<file path="src/rtl/core/rational_arithmetic_unit_top_assert.svh">
// Assertion macros for the rational arithmetic unit.
`ifndef RATIONAL_ARITHMETIC_UNIT_TOP_ASSERT_SVH
`define RATIONAL_ARITHMETIC_UNIT_TOP_ASSERT_SVH
// Implication checked at every clock edge outside reset.
`define RAU_ASSERT_IMP(label, clk, rstn, a, c, msg) \
    label: assert property (@(posedge clk) disable iff (!rstn) (a) |-> (c)) else $error(msg);
// Implication whose consequent is checked in the next cycle.
`define RAU_ASSERT_NXT(label, clk, rstn, a, c, msg) \
    label: assert property (@(posedge clk) disable iff (!rstn) (a) |=> (c)) else $error(msg);
`endif

</file>
<file path="src/rtl/core/rau_pkg.sv">
// ----------------------------------------------------------------------------
// rau_pkg
// Shared types, codes and constants of the rational arithmetic unit.
// ----------------------------------------------------------------------------
`default_nettype none
package rau_pkg;
    localparam int RAU_WIDTH = 32;
    localparam int PW = 64;

    typedef enum logic [2:0] {
        ACT_ADD = 3'd0, ACT_SUB = 3'd1, ACT_MUL = 3'd2,
        ACT_DIV = 3'd3, ACT_LT = 3'd4, ACT_EQ = 3'd5
    } action_t;

    typedef enum logic [1:0] {
        ST_OK = 2'd0, ST_ZERO = 2'd1, ST_OVF = 2'd2
    } status_t;

    typedef enum logic [3:0] {
        S_IDLE, S_MUL1, S_MUL2, S_FORM, S_GCD, S_DIVN, S_DIVD, S_CHECK, S_OUT
    } state_t;

    // Commands from the controller to the datapath.
    typedef struct packed {
        logic load;
        logic mul1;
        logic mul2;
        logic form;
        logic gcd_step;
        logic div_start_n;
        logic div_start_d;
        logic div_step;
        logic check;
    } cmd_t;

    // Status from the datapath to the controller.
    typedef struct packed {
        logic early;     // result decided at load, or by the products for a compare
        logic gcd_done;
        logic div_done;
    } sts_t;
endpackage
`default_nettype wire

</file>
<file path="src/rtl/core/rau_ctrl.sv">
// ----------------------------------------------------------------------------
// rau_ctrl
// Sequencer: products, Euclid loop, two divisions, range check, output.
// ----------------------------------------------------------------------------
`default_nettype none
module rau_ctrl
    import rau_pkg::*;
(
    input  wire logic aclk,
    input  wire logic aresetn,
    input  wire logic in_fire,
    input  wire logic out_fire,
    input  wire sts_t sts,
    output cmd_t      cmd,
    output logic      busy,
    output logic      done
);
    state_t state_reg, state_next;

    always_ff @(posedge aclk) begin
        if (!aresetn) begin
            state_reg <= S_IDLE;
        end else begin
            state_reg <= state_next;
        end
    end

    always_comb begin
        state_next = state_reg;
        unique case (state_reg)
            S_IDLE:  if (in_fire) state_next = S_MUL1;
            S_MUL1:  state_next = sts.early ? S_OUT : S_MUL2;
            S_MUL2:  state_next = sts.early ? S_OUT : S_FORM;
            S_FORM:  state_next = S_GCD;
            S_GCD:   if (sts.gcd_done) state_next = S_DIVN;
            S_DIVN:  if (sts.div_done) state_next = S_DIVD;
            S_DIVD:  if (sts.div_done) state_next = S_CHECK;
            S_CHECK: state_next = S_OUT;
            S_OUT:   if (out_fire) state_next = S_IDLE;
            default: state_next = S_IDLE;
        endcase
    end

    always_comb begin
        cmd = '0;
        unique case (state_reg)
            S_IDLE:  cmd.load = in_fire;
            S_MUL1:  cmd.mul1 = 1'b1;
            S_MUL2:  cmd.mul2 = 1'b1;
            S_FORM:  cmd.form = 1'b1;
            S_GCD: begin
                cmd.gcd_step = 1'b1;
                cmd.div_start_n = sts.gcd_done;
            end
            S_DIVN: begin
                cmd.div_step = 1'b1;
                cmd.div_start_d = sts.div_done;
            end
            S_DIVD:  cmd.div_step = 1'b1;
            S_CHECK: cmd.check = 1'b1;
            default: cmd = '0;
        endcase
    end

    assign busy = (state_reg != S_IDLE);
    assign done = (state_reg == S_OUT);
endmodule
`default_nettype wire

</file>
<file path="config.mk">
export PLATFORM = sky130hd
export DESIGN_NAME = rau_ctrl
export DESIGN_NICKNAME = d
export VERILOG_FILES = /design/src/rtl/core/rational_arithmetic_unit_top_assert.svh /design/src/rtl/core/rau_pkg.sv /design/src/rtl/core/rau_ctrl.sv
export SDC_FILE = /design/constraint.sdc
export NUM_CORES = 1
export LEC_CHECK = 0
export ABC_CLOCK_PERIOD_IN_PS = 1400
export BUFFER_PORTS_ARGS = -buffer_cell sky130_fd_sc_hd__buf_4
export CAP_MARGIN = 30
export CORE_AREA = 2 2 39 41
export CTS_CLUSTER_DIAMETER = 30
export DETAILED_ROUTE_END_ITERATION = 10
export DIE_AREA = 0 0 41 43
export PLACE_DENSITY_LB_ADDON = 0.25
export SLEW_MARGIN = 20
export SYNTH_ARGS = -nofsm -noshare
export SYNTH_HDL_FRONTEND = slang
export SYNTH_SLANG_ARGS = --single-unit
</file>
<file path="constraint.sdc">
create_clock -name aclk -period 1.4 [get_ports aclk]
set_input_delay 0.14 -clock aclk [delete_from_list [all_inputs] [get_ports aclk]]
set_output_delay 0.14 -clock aclk [all_outputs]
set_load 0.05 [all_outputs]
</file>
==> impl_metrics.csv, run 1 <==
group,metric,value,unit
layout,area_growth_syn_to_layout,83.4,%
global_route,met2_usage,18.4,%
clock_network,cts_num_sinks,4,
drt,vias,428,
placed_design,place_hpwl,742,um
clock_network,cts_tree,"done",
pwr,p_per_area,1140,mW/mm^2
layout,final_util,50.9,%
logic_synthesis,syn-cell-area,384,sq um
worst_setup_path,worstRegToRegCells,5,
placed_design,place_ws,60.1,ps
logic_synthesis,synth_seq_cells,4,
logic_synthesis,synth.yosys.seq_area_share,20.8,%
drt,drcViolationCount,0,
worst_setup_path,cp_cell_sequence,"nor4b_4, buf_4, and2_4, buf_8",
worst_setup_path,end_kind,"output port",
worst_setup_path,r2r-start,"state_reg[2]",
sta,hold-worst-slack,170,ps
layout,layout-drive-gt1-share,60.6,%
floorplan,start_util,27.8,%
sta,skew,0.603,ps
worst_setup_path,crit_end,"cmd[3]",
worst_setup_path,slowest_delay,340,ps
logic_synthesis,netlist.area_leader.share,20.8,%
worst_setup_path,required,1260,ps
floorplan,die_w,41,um
global_route,grt_max_degree,10,
run_status,violations,"setup timing",
drt,drtPass1Iterations,1,
drt,vias_per_cell,4.92,
worst_setup_path,crit_type,"reg -> out",
layout,final_cells,87,
drt,ant_nets,0,
global_route,grt_first_pass_wirelength,1640,um
clock_network,clock_latency,230,ps
floorplan,ios,18,
floorplan,core_area,0.00138,sq mm
drt,wl,955,um
sta,slew_headroom,81.0,%
worst_setup_path,arrival,1290,ps
placed_design,dp.cells,82,
global_route,grt_busiest_layer,"met1",
drt,avgRoutedWirePerCell,11.0,um
worst_setup_path,r2r_end,"state_reg[1]",
sta,rsz0062_at_grt,"yes",
global_route,grt_usage,13.5,%
layout,nNetsFinal,80,
pwr,power,0.803,mW
logic_synthesis,synthesis.nets,52,
sta,timing.final.ws_setup,-30.6,ps
logic_synthesis,yosys.area.top_type,"dfxtp_1",
global_route,antenna_found_initial,0,
global_route,grt_pass1_vias,398,
clock_network,clk_pin_slew,40,ps
sta,fmax,0.699,GHz
sta,tns,-47.6,ps
clock_network,cts_buffers,3,
global_route,grt_util_met3,3.14,%
logic_synthesis,synth_area_leaders,"dfxtp_1 21%, and3_1 6.5%, buf_6 5.9%, mux2i_1 5.2%, nor2b_1 4.9%",
hold_path,hold_class,"in -> reg",
floorplan,rows,14,
worst_setup_path,r2r_setup_slack,60,ps
sta,drv_slew,0,
pwr,peakVddDrop,0.000413,V
job,drv_cap,0,
worst_setup_path,critPathLaunchType,"flip-flop",
layout,antenna_cells,0,
floorplan,dieArea,0.00176,sq mm
global_route,overflow,0,
sta,finalSetupViolations,2,
run_status,status,"finished with violations",
layout,design_area,704,sq um
clock_network,cts_buffer_depth,2,
drt,drtIter0Drc,0,
clock_network,ctsHtreeMaxLevel,1,
worst_setup_path,crit_path_max_fanout,4,
pwr,leakage,0.335,nW
layout,n_fill_cell,134,
sta,tightest_slew,281,ps
logic_synthesis,ys_types,26,
worst_setup_path,cpMaxStageDelayCell,"dfxtp_2",
global_route,use_met1,18.6,%
logic_synthesis,synthCells,45,
placed_design,place_congestion,0.778,
logic_synthesis,ys_warn_count,0,
placed_design,placed_area,609,sq um
worst_setup_path,crit_start,"state_reg[1]",
logic_synthesis,syn_avg_cell_area,8.54,sq um
sta,hold_viol,0,
sta,fin_crit,1430,ps
placed_design,port_buffers,17,
clock_network,cts-hold-fix-buffers,0,
sta,finalCritPeriodShare,102,%
floorplan,die-height,43,um
clock_network,cts_root_buf,"clkbuf_4",
layout,largest_reg_flops,4,
per-layer routing:
layer	up-vias	wire length (um)
met4	0	19
met1	202	450
li1	216	-
met3	2	35
met2	8	450
met5	-	0
cell families (layout without fill, tap and decap cells):
group                  after synthesis  in the layout  share of synthesized area, %
buffers and inverters                6             32                          10.4
XOR/XNOR                             2              2                          4.56
flip-flops                           4              4                          20.8
AND/OR/NAND/NOR                     24             24                          42.3
AO/OA/AOI/OAI                        7              7                          16.6
multiplexers                         2              2                          5.21
worst max-delay path: cells and delay by family, from the launching register on:
kind / cells / cell delay (ps)
flip-flops: 1 / 340
buffers and inverters: 2 / 280
AND/OR/NAND/NOR: 2 / 420
report_power, final:
part,switching [mW],internal [mW]
clock,0.0459,0.0958
sequential,0.0319,0.136
combinational,0.277,0.217
total,0.355,0.449
worst min-delay path by stage:
stage,from,to,cells past startpoint
finish,aresetn,state_reg[0],2
global route,aresetn,state_reg[0],2
CTS,aresetn,state_reg[0],2
detailed placement,aresetn,state_reg[0],2
global placement,aresetn,state_reg[0],2
floorplan,aresetn,state_reg[0],1
what timing repair did:
item / CTS / global route
cloned: 0 / 0
pin swaps: 2 / 2
setup buffers: 1 / 1
endpoints found under the hold margin: 0 / 0
endpoints found under the setup margin: 9 / 12
resized for setup: 9 / 8
Yosys cell counts:
master / instances
inv_1: 2
o2111a_1: 1
mux2i_1: 2
a32o_1: 1
a221oi_1: 1
and2_2: 1
nor4bb_1: 1
o21ai_1: 1
and2_1: 2
buf_2: 2
nor2_1: 2
dfxtp_1: 4
nor3b_1: 1
nor4b_1: 2
a21oi_1: 1
nor4b_2: 1
nor2b_4: 1
nor2b_1: 3
nor3_1: 2
nand2_1: 3
o211ai_1: 1
or2_1: 1
a32oi_2: 1
buf_6: 2
and3_1: 4
xor2_1: 2
layout make-up:
type | instances | area (sq um) | area share, %
multi-input cells | 35 | 319 | 45.3
repair buffers | 27 | 245 | 34.8
flip-flops and latches | 4 | 90.1 | 12.8
clock buffers | 3 | 22.5 | 3.20
well taps | 16 | 20.0 | 2.84
inverters | 2 | 7.51 | 1.07
cells in the final DEF, fill, tap and decap left out, drive strengths merged:
| master | netlist | layout |
|---|---|---|
| nor2 | 2 | 2 |
| buf | 4 | 27 |
| nor3 | 2 | 2 |
| mux2i | 2 | 2 |
| nor4b | 3 | 3 |
| dfxtp | 4 | 4 |
| a221oi | 1 | 1 |
| or2 | 1 | 1 |
| o21ai | 1 | 1 |
| a32o | 1 | 1 |
| o2111a | 1 | 1 |
| inv | 2 | 2 |
| nand2 | 3 | 3 |
| and3 | 4 | 4 |
| nor4bb | 1 | 1 |
| o211ai | 1 | 1 |
| nor2b | 4 | 4 |
| a21oi | 1 | 1 |
| xor2 | 2 | 2 |
| a32oi | 1 | 1 |
| nor3b | 1 | 1 |
| clkbuf | 0 | 3 |
| and2 | 3 | 3 |
Power figures use the tool's default switching activity.
==> run 2, diff against run 1 <==
- ABC_AREA: unset -> 1
- CORE_AREA: 2 2 39 41 -> unset
- CORE_MARGIN: unset -> 1
- CORE_UTILIZATION: unset -> 30
- DIE_AREA: 0 0 41 43 -> unset
==> run 2 against run 1 <==
  * The flow now finishes without violations
  * Count of clock-buffer cells in the layout is the same
  * Total power rose by 2.4%
  * Sequential cell count is the same
  * Final cell count increased by 11%
  * Worst hold slack worse by 23 ps
  * Largest cell class unchanged
==> impl_metrics.csv, run 2 <==
group,metric,value,unit
global_route,met2_usage,20.3,%
logic_synthesis,synth_area_leaders,"dfxtp_1 20%, inv_1 12%, nand3_2 10%, nor2_4 8.6%, nand2_2 8.0%",
global_route,antenna_found_initial,0,
drt,ant_nets,0,
layout,area_growth_syn_to_layout,54.6,%
pwr,peakVddDrop,0.000644,V
sta,finalCritPeriodShare,96.3,%
global_route,grt_first_pass_wirelength,1370,um
floorplan,die-height,38.1,um
placed_design,place_ws,170,ps
layout,final_common_cell,"buf_4",
layout,final_cell_mix,"17 x buf_4, 12 x inv_1, 7 x nand2_1",
worst_setup_path,cp_cell_sequence,"inv_1, nand2_1, nand3_2, inv_2, buf_4",
logic_synthesis,synth_most_common_cell,"inv_1",
floorplan,rows,12,
global_route,use_met1,18.6,%
clock_network,ctsHtreeMaxLevel,1,
pwr,p_per_area,1360,mW/mm^2
floorplan,start_util,33.9,%
worst_setup_path,slowest_delay,390,ps
clock_network,cts_buffers,3,
worst_setup_path,crit_path_max_fanout,5,
logic_synthesis,synth_edf_count,0,
logic_synthesis,netlist.area_leader.share,20.4,%
layout,antenna_cells,0,
clock_network,cts_tree,"done",
sta,drv_slew,0,
job,drv_cap,0,
logic_synthesis,yosys.area.top_type,"dfxtp_1",
worst_setup_path,worst-path-buf-inv,3,
worst_setup_path,cpMaxStageDelayCell,"dfxtp_2",
sta,fmax,0.741,GHz
drt,vias_per_cell,4.40,
placed_design,place_congestion,0.827,
logic_synthesis,syn_avg_cell_area,6.22,sq um
logic_synthesis,syn-cell-area,392,sq um
drt,avgRoutedWirePerCell,9.76,um
floorplan,ios,18,
drt,drcViolationCount,0,
logic_synthesis,synthesis.nets,70,
clock_network,cts_buffer_depth,2,
layout,layout-drive-gt1-share,60.2,%
floorplan,die_w,38.1,um
worst_setup_path,cp_top_family,"flip-flops",
logic_synthesis,synth_seq_cells,4,
hold_path,hold_class,"in -> reg",
layout,largest_reg_flops,4,
worst_setup_path,arrival,1210,ps
sta,hold_viol,0,
sta,tightest_slew,183,ps
drt,wl,947,um
floorplan,dieArea,0.00145,sq mm
drt,drtIter0Drc,3,
clock_network,cts_setup_buffers,0,
logic_synthesis,ys_warn_count,0,
worst_setup_path,r2r_setup_slack,220,ps
clock_network,cts-hold-fix-buffers,0,
logic_synthesis,post_synth_most_frequent_cells,"13 x inv_1, 7 x nand2_1, 7 x nor2_1",
run_status,status,"completed",
global_route,grt_usage,13.3,%
logic_synthesis,synthArstFlopShare,0,%
sta,skew,3.19,ps
sta,tns,0,ps
sta,slew_headroom,87.7,%
clock_network,cts_root_buf,"clkbuf_4",
worst_setup_path,critPathLaunchType,"flip-flop",
global_route,grt_max_degree,7,
sta,finalSetupViolations,0,
worst_setup_path,crit_type,"reg -> out",
drt,drtPass1Iterations,4,
layout,multi_input_area,290,sq um
floorplan,core_area,0.00116,sq mm
logic_synthesis,synth-main-ff-cell,"dfxtp_1",
layout,nNetsFinal,92,
global_route,grt_pass1_vias,345,
drt,vias,427,
global_route,overflow,0,
logic_synthesis,synthCells,63,
global_route,grt_util_met3,0,%
placed_design,place_hpwl,769,um
placed_design,port_buffers,17,
layout,n_fill_cell,111,
clock_network,clk_pin_slew,40,ps
global_route,grt_busiest_layer,"met2",
clock_network,cts_num_sinks,4,
worst_setup_path,required,1260,ps
logic_synthesis,ys_types,15,
clock_network,clock_latency,230,ps
worst_setup_path,end_kind,"output port",
sta,timing.final.ws_setup,51.3,ps
logic_synthesis,synth.yosys.seq_area_share,20.4,%
pwr,leakage,0.321,nW
sta,fin_crit,1350,ps
layout,seq_area,87.6,sq um
-- run 2: changes by cell type in the layout (fill, tap and decap cells not counted), moves of 4 or more --
cell / change
nand2_2: +5
nand3_2: +4
inv_1: +10
nand3_1: +5
buf_6: -6
nor2_4: +6
and3_1: -4
nand2_1: +4
inv_2: +4
-- run 2: what timing repair did --
action                                  4_1_cts  5_1_grt
endpoints found under the setup margin        5        8
gates cloned                                  0        0
gates resized for setup                       4        4
-- run 2: tightest hold or removal path, stage by stage --
cell	delay (ps)
buf_4	110
nand2_1	50
nor2_1	30
-- run 2: cell type report --
class                           instances  share of cell area, %
Tap cell                               14                   2.89
Inverter                               16                   9.92
Multi-Input combinational cell         43                   47.9
Sequential cell                         4                   14.5
Clock buffer                            3                   3.72
Timing Repair Buffer                   17                   21.1
-- run 2: power by group --
group	switching, mW	total, mW	internal, mW
combinational	0.337	0.497	0.160
clock	0.0459	0.142	0.0958
sequential	0.0461	0.184	0.138
total	0.429	0.823	0.394
-- run 2: logic make-up after synthesis --
group	after synthesis	share of synthesized area (%)
buffers and inverters	16	15.3
and+or+nand+nor	37	55.6
DFF	4	20.4
AOI/OAI and AO/OA	6	8.63
-- run 2: worst paths after layout --
| path | from | end | cells after the start |
|---|---|---|---|
| max | state_reg[1] | cmd[1] | 5 |
| min | aresetn | state_reg[0] | 3 |
| max reg2reg | state_reg[1] | state_reg[0] | 7 |
| min reg2reg | state_reg[0] | state_reg[0] | 2 |
-- run 2: through the flow --
step                      std cells  area [sq um]  power, mW  hold slack [ps]  util, %
after CTS                        97           596      0.821              147     51.5
after global routing             97           606      0.881              149     52.4
after floorplan                  63           420      0.548              261        -
final                            97           606      0.823              148     52.4
after detailed placement         94           566      0.665              396     48.9
after global placement           94           566      0.662              373     48.9
-- run 2: per-layer routing --
metal	vias up	part of all wire, %
li1	236	-
met1	184	48
met2	7	49
met3	0	3.0
met4	0	0
met5	-	0
==> run 3, diff against run 2 <==
- ABC_CLOCK_PERIOD_IN_PS: 1400 -> 1500
- clock period: 1.4 -> 1.5 ns (I/O delays scaled with it)
==> run 3 against run 2 <==
  * Wire length down 2.1%
  * Worst hold slack gained 9.6 ps
  * Critical path depth decreased by 1
  * Design area shrank 2.7%
  * Clock power fell by 8%
  * Via count decreased by 0.47%
  * Critical endpoint is now cmd[8]
  * Largest cell class unchanged
  * Largest power group unchanged
==> impl_metrics.csv, run 3 (same netlist as run 2, synthesis figures left out) <==
group,metric,value,unit
run_status,status,"completed",
sta,timing.final.ws_setup,115,ps
worst_setup_path,slowest_delay,360,ps
pwr,p_sw_share,52.1,%
sta,drv_slew,0,
floorplan,die_w,38.1,um
worst_setup_path,end_kind,"output port",
pwr,p_seq_share,22.6,%
placed_design,place_congestion,0.795,
job,drv_cap,0,
worst_setup_path,arrival,1240,ps
pwr,p_clk_share,17.2,%
placed_design,port_buffers,17,
layout,final_cell_mix,"17 x buf_4, 13 x inv_1, 7 x nand2_1",
clock_network,cts_setup_buffers,0,
layout,final_cells,97,
sta,finalSetupViolations,0,
placed_design,place_hpwl,788,um
hold_path,hold_class,"in -> reg",
pwr,power,0.756,mW
sta,tns,0,ps
layout,antenna_cells,0,
sta,skew,3.61,ps
drt,vias_per_cell,4.38,
clock_network,cts_tree,"done",
clock_network,cts_root_buf,"clkbuf_4",
floorplan,core_area,0.00116,sq mm
layout,final_common_cell,"buf_4",
sta,slew_headroom,83.4,%
clock_network,cts-hold-fix-buffers,0,
floorplan,die-height,38.1,um
global_route,grt_first_pass_wirelength,1690,um
worst_setup_path,crit_type,"reg -> out",
pwr,switching_power,0.394,mW
clock_network,clock_latency,230,ps
pwr,p_int,0.363,mW
layout,layout-drive-gt1-share,56.6,%
sta,fin_crit,1390,ps
drt,drtPass1Iterations,3,
global_route,grt_usage,17.4,%
floorplan,ios,18,
sta,rsz0062_at_grt,"no",
sta,tightest_slew,249,ps
worst_setup_path,crit_path_max_fanout,6,
clock_network,cts_resized,0,
floorplan,rows,12,
placed_design,place_ws,267,ps
clock_network,cts_num_sinks,4,
layout,nNetsFinal,92,
drt,drtIter0Drc,7,
layout,area_growth_syn_to_layout,50.5,%
worst_setup_path,cp_cell_sequence,"nor2_2, nand2_2, nor2_2, buf_4",
worst_setup_path,critPathLaunchType,"flip-flop",
pwr,p_per_area,1280,mW/mm^2
floorplan,start_util,33.9,%
drt,vias,425,
layout,n_fill_cell,117,
sta,hold-worst-slack,157,ps
drt,wl,927,um
sta,finalCritPeriodShare,92.4,%
clock_network,ctsHtreeMaxLevel,1,
sta,fmax,0.722,GHz
clock_network,cts_buffer_depth,2,
floorplan,dieArea,0.00145,sq mm
global_route,antenna_found_initial,0,
layout,design_area,589,sq um
pwr,peakVddDrop,0.000464,V
global_route,grt_max_degree,7,
drt,avgRoutedWirePerCell,9.56,um
worst_setup_path,cp_common_cell,"nor2_2",
placed_design,placed_area,558,sq um
worst_setup_path,cpMaxStageDelayCell,"dfxtp_1",
pwr,combPwrFrac,60.3,%
drt,drcViolationCount,0,
worst_setup_path,required,1350,ps
placed_design,dp.cells,94,
clock_network,clk_pin_slew,40,ps
global_route,overflow,0,
layout,largest_reg_flops,4,
layout,final_util,51.0,%
clock_network,cts_buffers,3,
global_route,grt_pass1_vias,405,
drt,ant_nets,0,
pwr,leakage,0.318,nW
sta,hold_viol,0,
run 3: worst paths after layout:
check                                   from      endpoint  slack [ps]  cells after the start
worst max register to register  state_reg[3]  state_reg[0]         300                      6
worst min register to register  state_reg[0]  state_reg[0]         580                      2
worst min-delay path                 aresetn  state_reg[0]         160                      3
worst max-delay path            state_reg[3]        cmd[8]         110                      4
run 3: final cells by class:
type	count	area (sq um)	area share (%)
multi-input cells	43	278	47.1
repair buffers	17	128	21.7
flip-flops and latches	4	83.8	14.2
inverters	16	60.1	10.2
clock buffers	3	22.5	3.82
well taps	14	17.5	2.97
run 3: power by group through the flow:
stage | combinational (mW) | sequential (mW) | clock, mW
2_1_floorplan | 0.347 | 0.156 | 0
3_5_place_dp | 0.454 | 0.163 | 0
4_1_cts | 0.454 | 0.161 | 0.139
6_report | 0.456 | 0.171 | 0.130
3_3_place_gp | 0.456 | 0.161 | 0
5_1_grt | 0.496 | 0.175 | 0.145
run 3: worst max-delay path, delay by kind of cell (launching register included):
family                 cells  cell delay (ps)
DFF                        1              360
buffers and inverters      1              190
and+or+nand+nor            3              450
run 3: per-layer routing:
metal,GRT usage (%),wire length (um),vias to the layer above
met1,23.1,461,178
met2,24.2,429,10
met3,3.49,36,0
met5,0,0,-
li1,-,-,237
met4,13.4,0,0
